$ cat config.mk
export PLATFORM = sky130hd
export DESIGN_NAME = sorted_value_queue_unit
export DESIGN_NICKNAME = d
export VERILOG_FILES = /design/src/hdl/svq_pkg.sv /design/src/hdl/svq_cell.sv /design/src/hdl/sorted_value_queue_unit.sv
export SDC_FILE = /design/constraint.sdc
export NUM_CORES = 2
export LEC_CHECK = 0
export BUFFER_PORTS_ARGS = -buffer_cell sky130_fd_sc_hd__buf_2
export CORE_ASPECT_RATIO = 1.5
export CORE_MARGIN = 1.5
export CORE_UTILIZATION = 28
export CTS_CLUSTER_DIAMETER = 150
export CTS_CLUSTER_SIZE = 10
export DETAILED_ROUTE_END_ITERATION = 8
export HOLD_SLACK_MARGIN = 0.02
export SLEW_MARGIN = 30
export SYNTH_ARGS = -nofsm -noshare
export SYNTH_HDL_FRONTEND = slang
export SYNTH_SLANG_ARGS = --single-unit
$ cat constraint.sdc
create_clock -name clk -period 10.6 [get_ports clk]
set_input_delay 1.59 -clock clk [delete_from_list [all_inputs] [get_ports clk]]
set_output_delay 1.59 -clock clk [all_outputs]
set_load 0.02 [all_outputs]
$ cat src/hdl/svq_pkg.sv
// ----------------------------------------------------------------------------
// svq_pkg
// Shared types and constants of the sorted value queue.
// ----------------------------------------------------------------------------
package svq_pkg;

	// storage depth and data width
	localparam int CAPACITY = 16;
	localparam int DATA_W   = 32;

	// smallest value reported when the store is empty
	localparam logic signed [DATA_W-1:0] EMPTY_MARK = 32'sh8000_0001;

	// request operation codes
	typedef enum logic [1:0] {
		FUNC_INSERT = 2'd0,
		FUNC_REMOVE = 2'd1,
		FUNC_POP    = 2'd2
	} func_t;

	// operation broadcast to every cell
	typedef enum logic [1:0] {
		CELL_HOLD   = 2'd0,
		CELL_INSERT = 2'd1,
		CELL_REMOVE = 2'd2,
		CELL_POP    = 2'd3
	} cell_op_t;

	typedef struct packed {
		cell_op_t                   op;
		logic signed [DATA_W-1:0]   key;
	} cell_cmd_t;

	// compare flags a cell reports
	typedef struct packed {
		logic le;   // holds a value at or below the key
		logic eq;   // holds a value equal to the key
	} cell_flags_t;

endpackage

$ cat src/hdl/svq_cell.sv
// ----------------------------------------------------------------------------
// svq_cell
// One slot of the sorted chain: holds a value, compares it with the key and
// takes a value from its left or right neighbor when the row shifts.
// ----------------------------------------------------------------------------
module svq_cell (
	input  logic                                clk,
	input  logic                                arst_n,
	input  svq_pkg::cell_cmd_t                  cmd,
	input  logic signed [svq_pkg::DATA_W-1:0]   left_val,
	input  logic                                left_vld,
	input  logic                                left_le,
	input  logic signed [svq_pkg::DATA_W-1:0]   right_val,
	input  logic                                right_vld,
	output logic signed [svq_pkg::DATA_W-1:0]   val,
	output logic                                vld,
	output svq_pkg::cell_flags_t                flags
);

	logic signed [svq_pkg::DATA_W-1:0] val_q;
	logic                              vld_q;
	logic                              lt;

	// compare against the broadcast key
	always_comb begin
		flags.le = vld_q && (val_q <= cmd.key);
		flags.eq = vld_q && (val_q == cmd.key);
		lt       = vld_q && (val_q < cmd.key);
	end

	// valid bit: grows on insert, shrinks from the right on removal
	always_ff @(posedge clk or negedge arst_n) begin
		if (!arst_n) begin
			vld_q <= 1'b0;
		end else begin
			case (cmd.op)
				svq_pkg::CELL_INSERT: vld_q <= vld_q | left_vld;
				svq_pkg::CELL_REMOVE: begin
					if (!lt) vld_q <= right_vld;
				end
				svq_pkg::CELL_POP:    vld_q <= right_vld;
				default:              vld_q <= vld_q;
			endcase
		end
	end

	// value: stays, takes the key, or takes a neighbor
	always_ff @(posedge clk) begin
		case (cmd.op)
			svq_pkg::CELL_INSERT: begin
				if (!flags.le) val_q <= left_le ? cmd.key : left_val;
			end
			svq_pkg::CELL_REMOVE: begin
				if (!lt) val_q <= right_val;
			end
			svq_pkg::CELL_POP:    val_q <= right_val;
			default:              val_q <= val_q;
		endcase
	end

	assign val = val_q;
	assign vld = vld_q;

endmodule

$ cat src/hdl/sorted_value_queue_unit.sv
// ----------------------------------------------------------------------------
// sorted_value_queue_unit
// Bounded ascending store of signed values with insert, remove and pop.
// ----------------------------------------------------------------------------
// On every request (start while busy is low) the whole row of cells compares
// against the request value and shifts on the accepting clock edge, so busy
// stays low and a new request may follow in every cycle. The result appears
// in the cycle after the request, marked by done for exactly that cycle; the
// receiver cannot stall it and must take it then. smallest reads the first
// cell, or 0x80000001 when empty; is_empty tells that apart from a stored
// 0x80000001. An insert into a full store is dropped and flagged, a pop on an
// empty store changes nothing.
module sorted_value_queue_unit (
	input  logic                                clk,
	input  logic                                arst_n,
	input  logic                                start,
	output logic                                busy,
	input  logic [1:0]                          func,
	input  logic signed [svq_pkg::DATA_W-1:0]   value,
	output logic                                done,
	output logic signed [svq_pkg::DATA_W-1:0]   smallest,
	output logic                                is_empty,
	output logic                                not_found,
	output logic                                dropped
);

	localparam int N = svq_pkg::CAPACITY;

	svq_pkg::cell_cmd_t               cmd;
	logic signed [svq_pkg::DATA_W-1:0] cell_val [N];
	logic [N-1:0]                     cell_vld;
	logic [N-1:0]                     cell_le;
	logic [N-1:0]                     cell_eq;
	logic                             accept;
	logic                             full;
	logic                             empty;
	logic                             found;
	logic                             done_q;
	logic                             not_found_q;
	logic                             dropped_q;

	assign busy   = 1'b0;
	assign accept = start && !busy;
	assign full   = cell_vld[N-1];
	assign empty  = !cell_vld[0];
	assign found  = |cell_eq;

	// decode the request into the broadcast cell operation
	always_comb begin
		cmd.key = value;
		cmd.op  = svq_pkg::CELL_HOLD;
		if (accept) begin
			case (func)
				svq_pkg::FUNC_INSERT: begin
					if (!full) cmd.op = svq_pkg::CELL_INSERT;
				end
				svq_pkg::FUNC_REMOVE: begin
					if (found) cmd.op = svq_pkg::CELL_REMOVE;
				end
				svq_pkg::FUNC_POP: begin
					if (!empty) cmd.op = svq_pkg::CELL_POP;
				end
				default: cmd.op = svq_pkg::CELL_HOLD;
			endcase
		end
	end

	// row of cells, each linked to its neighbors
	for (genvar i = 0; i < N; i++) begin : g_cell
		svq_pkg::cell_flags_t flags;
		logic signed [svq_pkg::DATA_W-1:0] l_val;
		logic signed [svq_pkg::DATA_W-1:0] r_val;
		logic l_vld;
		logic l_le;
		logic r_vld;

		if (i == 0) begin : g_first
			// head of the row takes the key when nothing sits before it
			assign l_val = '0;
			assign l_vld = 1'b1;
			assign l_le  = 1'b1;
		end else begin : g_mid
			assign l_val = cell_val[i-1];
			assign l_vld = cell_vld[i-1];
			assign l_le  = cell_le[i-1];
		end

		if (i == N-1) begin : g_last
			assign r_val = '0;
			assign r_vld = 1'b0;
		end else begin : g_inner
			assign r_val = cell_val[i+1];
			assign r_vld = cell_vld[i+1];
		end

		svq_cell u_cell (
			.clk       (clk),
			.arst_n    (arst_n),
			.cmd       (cmd),
			.left_val  (l_val),
			.left_vld  (l_vld),
			.left_le   (l_le),
			.right_val (r_val),
			.right_vld (r_vld),
			.val       (cell_val[i]),
			.vld       (cell_vld[i]),
			.flags     (flags)
		);

		assign cell_le[i] = flags.le;
		assign cell_eq[i] = flags.eq;
	end

	// result strobe and status flags of the request
	always_ff @(posedge clk or negedge arst_n) begin
		if (!arst_n) begin
			done_q      <= 1'b0;
			not_found_q <= 1'b0;
			dropped_q   <= 1'b0;
		end else begin
			done_q      <= accept;
			not_found_q <= accept && (func == svq_pkg::FUNC_REMOVE) && !found;
			dropped_q   <= accept && (func == svq_pkg::FUNC_INSERT) && full;
		end
	end

	// head cell already holds the state after the request
	assign done      = done_q;
	assign is_empty  = !cell_vld[0];
	assign smallest  = cell_vld[0] ? cell_val[0] : svq_pkg::EMPTY_MARK;
	assign not_found = not_found_q;
	assign dropped   = dropped_q;

endmodule
== After elaboration in Yosys (flattened, before gate mapping) ==
Index checks and enable logic that the tools add are counted.
Cells by class
  bitwise logic cells: 15
  reductions and logical operators: 89
  muxes and demuxes: 101
  order comparisons: 32
  equal/unequal tests: 53
Operator list (count)
  2-to-1 mux 32 bit: 48
  case mux 32 bit (3 select lines): 16
  == test 32 bit: 16
  <= comparator 32 bit: 16
  less-than comparator 32 bit: 16
  inequality test 2 bit (second input constant): 32
  logical AND 1 bit: 52
  case mux 1 bit (3 select lines): 16
  AND reduction 3 bit: 16
  AND reduction 2 bit: 16
  2-to-1 mux 1 bit: 17
  OR reduction 16 bit: 1
  OR 1 bit: 15
  == test 2 bit (second input constant): 3
  2-to-1 mux 2 bit: 3
  case mux 2 bit (3 select lines): 1
  == test 2 x 1 -> 1 bit (second input constant): 2
  nonzero test 3 bit: 1
  logical NOT 1 bit: 2
  logical NOT 2 bit: 1
Storage, ports and cells
  input bits: 37
  register bits: 531
  output and inout port bits: 37

== Logic depth before layout (Yosys ltp) ==
  word-level depth: 9
  mapped depth: 15

== Cells and area by module ==
A second synthesis with hierarchy kept.
Unflattened totals
  cell total of the unflattened synthesis: 4341
  area, all modules: 40939.3 µm²
Modules (own cells, without submodules)
  svq_cell (g_cell[0].u_cell ...): cells each 268, instances 15, seq. area each 985.9 µm², area each 2532.4 µm²
  svq_cell (g_cell[13].u_cell): cells each 265, instances 1, seq. area each 985.9 µm², area each 2529.9 µm²
  sorted_value_queue_unit: cells each 56, instances 1, seq. area each 75.1 µm², area each 422.9 µm²

== Least setup slack after synthesis ==
OpenSTA, ideal clock, no wires.
  kind: input to register
  from: input value[30] (netlist bit)
  to: register g_cell[3].u_cell.val_q (netlist bit g_cell[3].u_cell.val[0]), enable pin
  path slack: 3.223 ns
  stages on the path: 14
  path buffers: 4
  setup time: 0.470 ns
  data required time: 10.130 ns
  arrival time: 6.907 ns
  cell sequence: clkbuf_1 clkbuf_1 inv_1 ha_1 nand4_1 or2_1 or4_4 o2111ai_1 nor4_1 o21ai_4 buf_6 buf_6 nor2_2 a211oi_1
On the way
  longest elaborated chain between the ends: 9
  elaborated cells between the ends (all ways): 47
  those cells by class: 2 x order compare; 21 x eq/ne; 3 x mux; 21 x reduce/logical
Ends and longest elaborated chain
  start, declared: line sorted_value_queue_unit.sv:19  | input logic signed [svq_pkg::DATA_W-1:0] value,
  == test 32 bit: line svq_cell.sv:27  | flags.eq = vld_q && (val_q == cmd.key);
  logical AND 1 bit: line svq_cell.sv:27
  OR reduction 16 bit: line sorted_value_queue_unit.sv:46  | assign found = |cell_eq;
  2-to-1 mux 2 bit: line sorted_value_queue_unit.sv:58  | if (found) cmd.op = svq_pkg::CELL_REMOVE;
  case mux 2 bit (3 select lines): line sorted_value_queue_unit.sv:53  | case (func)
  2-to-1 mux 2 bit: line sorted_value_queue_unit.sv:52  | if (accept) begin
  == test 2 bit / == test 2 x 1 -> 1 bit (equally long branches): line svq_cell.sv:49  | case (cmd.op)
  inequality test 2 bit (no line) / nonzero test 3 bit (equally long branches)
  AND reduction 3 bit (no line) (*)
  end signal, assigned: line svq_cell.sv:51  | if (!flags.le) val_q <= left_le ? cmd.key : left_val;
  end signal, assigned: line svq_cell.sv:54  | if (!lt) val_q <= right_val;
  end signal, assigned: line svq_cell.sv:56  | svq_pkg::CELL_POP: val_q <= right_val;
  end, declared: line svq_cell.sv:20  | logic signed [svq_pkg::DATA_W-1:0] val_q;
Mark *: on every way between the ends. The rest lies on a longest branch, timed or not.
A chain may end at the register's enable or synchronous reset.

== Worst setup path after layout ==
  from: input value[25] (netlist bit)
  to: register g_cell[2].u_cell.val_q (netlist bit g_cell[2].u_cell.val[27]) (data pin)
On the way
  longest elaborated chain between the ends: 8
  elaborated cells between the ends (all ways): 44
  those cells by class: 1 x order compare; 19 x eq/ne; 6 x mux; 18 x reduce/logical
Ends and longest elaborated chain (line)
  == test 32 bit: svq_cell.sv:27
  logical AND 1 bit: svq_cell.sv:27
  OR reduction 16 bit: sorted_value_queue_unit.sv:46
  2-to-1 mux 2 bit: sorted_value_queue_unit.sv:58
  case mux 2 bit (3 select lines): sorted_value_queue_unit.sv:53
  2-to-1 mux 2 bit: sorted_value_queue_unit.sv:52
  == test 2 bit / == test 2 x 1 -> 1 bit (equally long branches): svq_cell.sv:49
  case mux 32 bit (3 select lines) (*): svq_cell.sv:49
  end signal, assigned: svq_cell.sv:51
  end signal, assigned: svq_cell.sv:54
  end signal, assigned: svq_cell.sv:56
  end, declared: svq_cell.sv:20
Mark *: on every way between the ends. The rest lies on a longest branch, timed or not. The select of a mux whose other input is x is not followed.

==> results.yml <==
hold_path:
  min_path_type: "reg -> reg"
  hold-path-cell-count: 2
  min_from: "g_cell[15].u_cell.val[8]"
  hold_path_end: "g_cell[14].u_cell.val[8]"
timing:
  period_share_pct: 65.93
  setup-tns-final_ns: 0
  setup-violations-final: 0
  max_freq_ghz: 0.1431
  drv_slew: 0
  rsz0062_at_grt: "no"
  min_period_ns: 6.989
  fin_worst_skew_ns: 0.02846
  slew-limit-headroom_pct: 30.54
  tightest_slew_ns: 1.032
  setup_ws_ns: 3.611
  hold_violations: 0
floorplan:
  rows: 166
  initial_core_util_pct: 28.21
  core_mm2: 0.1365
  dieArea_mm2: 0.1398
  die_h_um: 457.1
  die_w_um: 305.7
  io-pin-count: 74
pwr:
  power.leakage_uw: 0.01741
  power.density_mw_per_mm2: 194.2
  irDropWorstVdd_mv: 0.1326
global_route:
  grt_first_pass_wirelength_um: 186900
  grt_max_degree: 288
  track_usage_pct: 17.04
  grt_overflow: 0
  antenna_found_initial: 7
  grt_pass1_vias: 31600
cts:
  clock_path_buffers: 3
  cts-resized-gates: 0
  clock_latency_ns: 0.66
  root_buffer: "clkbuf_16"
  postCtsSetupBuffers: 0
  cts_hold_buffers: 0
  cts_buffers: 59
  cts_tree: "done"
  clkTransAtPathRegs_ns: 0.06
  htree_levels: 2
  clock-sinks: 531
setup_path:
  crit_type: "in -> reg"
  start_kind: "input pin"
  slowest_delay_ns: 0.77
  path_cells: "buf_2 > inv_1 > ha_1 > nand4_1 > nor4_1 > nand3_1 > nand4b_1 > nor4_1 > o21ai_4 > buf_4 > buf_4 > o21ai_0"
  crit_slowest_cell: "nor4_1"
  rrSetupSlack_ns: 5.08
  reg2reg_depth: 10
  rr_endpoint: "g_cell[2].u_cell.val[27]"
  cp_max_fo: 87
  cp-end-kind: "register"
  required_ns: 10.97
  worstReg2RegStart: "g_cell[13].u_cell.val[26]"
  cp.arrival_ns: 7.36
yosys:
  ys_ff_latch: 531
  synth.net_count: 4414
  yosysSeqAreaShare_pct: 41.18
  synthCells: 3865
  async_flop_share_pct: 3.578
  synth_area_per_cell_um2: 9.960
  yosysUniqueCellTypes: 77
  synth.cell_area_mm2: 0.03849
  synth-edff-count: 512
  synth_flop_cell: "edfxtp_1"
  ys_warn_count: 0
layout:
  final_area_mm2: 0.04289
  final_util_pct: 31.43
  layout_common_cells: "ha_1 (512), edfxtp_1 (512), a21oi_1 (499)"
  seq_area_mm2: 0.01585
  layout-drive-gt1-share_pct: 6.573
  area_delta_synth_final_pct: 11.42
  fillCellCount: 13910
  final_net_count: 4409
  multi_input_area_mm2: 0.02171
run:
  cap_viol_max_count: 0
route:
  via_per_inst: 5.458
  wire_per_inst_um: 21.47
  dr_total_vias: 30980
  remaining_drc_errors: 0
  first_pass_iters: 5
  wl_um: 121900
  ant_nets: 0
  drtIter0Drc: 2664
placement:
  place_congestion: 0.8964
  dp_worst_setup_slack_ns: 3.040
  portBuffers: 72
  hpwl_um: 90320
  placed_area_mm2: 0.04108
outcome:
  status: "completed"
## power breakdown
group	switching (uW)	internal, uW	leakage, uW
clock	914	1070	0.000814
combinational	1820	1220	0.0116
sequential	379	2930	0.00495
## Yosys cell counts, types with 31 or more instances
| master | number | share of area, % |
|---|---|---|
| edfxtp_1 | 512 | 40 |
| ha_1 | 512 | 17 |
| a21oi_1 | 504 | 6.6 |
| mux2i_1 | 422 | 11 |
| nand2_1 | 406 | 4.0 |
| o21ai_0 | 356 | 4.6 |
| nor2_1 | 273 | 2.7 |
| clkbuf_1 | 123 | 1.2 |
| nand4_1 | 112 | 1.8 |
| nand3_1 | 78 | 1.0 |
| a21o_1 | 75 | 1.5 |
| inv_1 | 71 | 0.69 |
| buf_2 | 69 | 0.90 |
| and2_1 | 34 | 0.55 |
| nor2b_1 | 31 | 0.50 |
## routing by layer
layer | vias up | global-route usage [%] | routed length [um]
met2 | 821 | 30.49 | 61500
met1 | 15350 | 20.95 | 50740
met5 | - | 0 | 31
met4 | 4 | 6.031 | 3993
li1 | 14580 | - | -
met3 | 236 | 1.933 | 5634
## state kept, by name, summed over array words and instances, names as in the netlist
name,flops
g_cell.u_cell.vld,16
g_cell.u_cell.val,512
done,1
not_found,1
dropped,1
## layout make-up
class / instances / area share, %
Clock inverter: 1 / 0.02042
Antenna cell: 3 / 0.01750
Multi-Input combinational cell: 3048 / 50.62
Timing Repair Buffer: 149 / 2.628
Tap cell: 1764 / 5.146
Inverter: 71 / 0.6214
Clock buffer: 110 / 3.988
Sequential cell: 531 / 36.96
## stage by stage
step,cells,hold slack [ns],total power [uW]
6_report,5677,0.5649,8330
4_1_cts,5671,0.5642,8340
2_1_floorplan,3865,0.5063,5365
5_1_grt,5675,0.5944,8782
3_5_place_dp,5560,0.5564,6354
3_3_place_gp,5554,0.5441,6245
## cells by family after synthesis
logic type | share of synthesized area (%)
buffers and inverters | 3.179
and+or+nand+nor | 12.26
AOI/OAI and AO/OA | 15.69
DFF | 41.18
xor gates and xnor gates | 0.04551
muxes | 11.00
adders and majority gates | 16.64
other | 0.009742
## worst max-delay path by stage
stage,endpoint,slack (ns),from
4_1_cts,g_cell[2].u_cell.val[27],3.74,value[25]
2_1_floorplan,g_cell[3].u_cell.val[0],3.22,value[30]
6_report,g_cell[2].u_cell.val[27],3.61,value[25]
3_3_place_gp,g_cell[1].u_cell.val[8],2.92,value[25]
3_5_place_dp,g_cell[2].u_cell.val[27],3.04,value[25]
5_1_grt,g_cell[4].u_cell.val[24],3.33,value[23]
## critical path, delay by kind of cell
| family | cells | cell delay (ns) |
|---|---|---|
| buffers and inverters | 4 | 2.30 |
| adders and majority gates | 1 | 0.48 |
| AOI/OAI and AO/OA | 2 | 0.63 |
| and+or+nand+nor | 5 | 2.24 |
(Power assumes the default switching activity.)
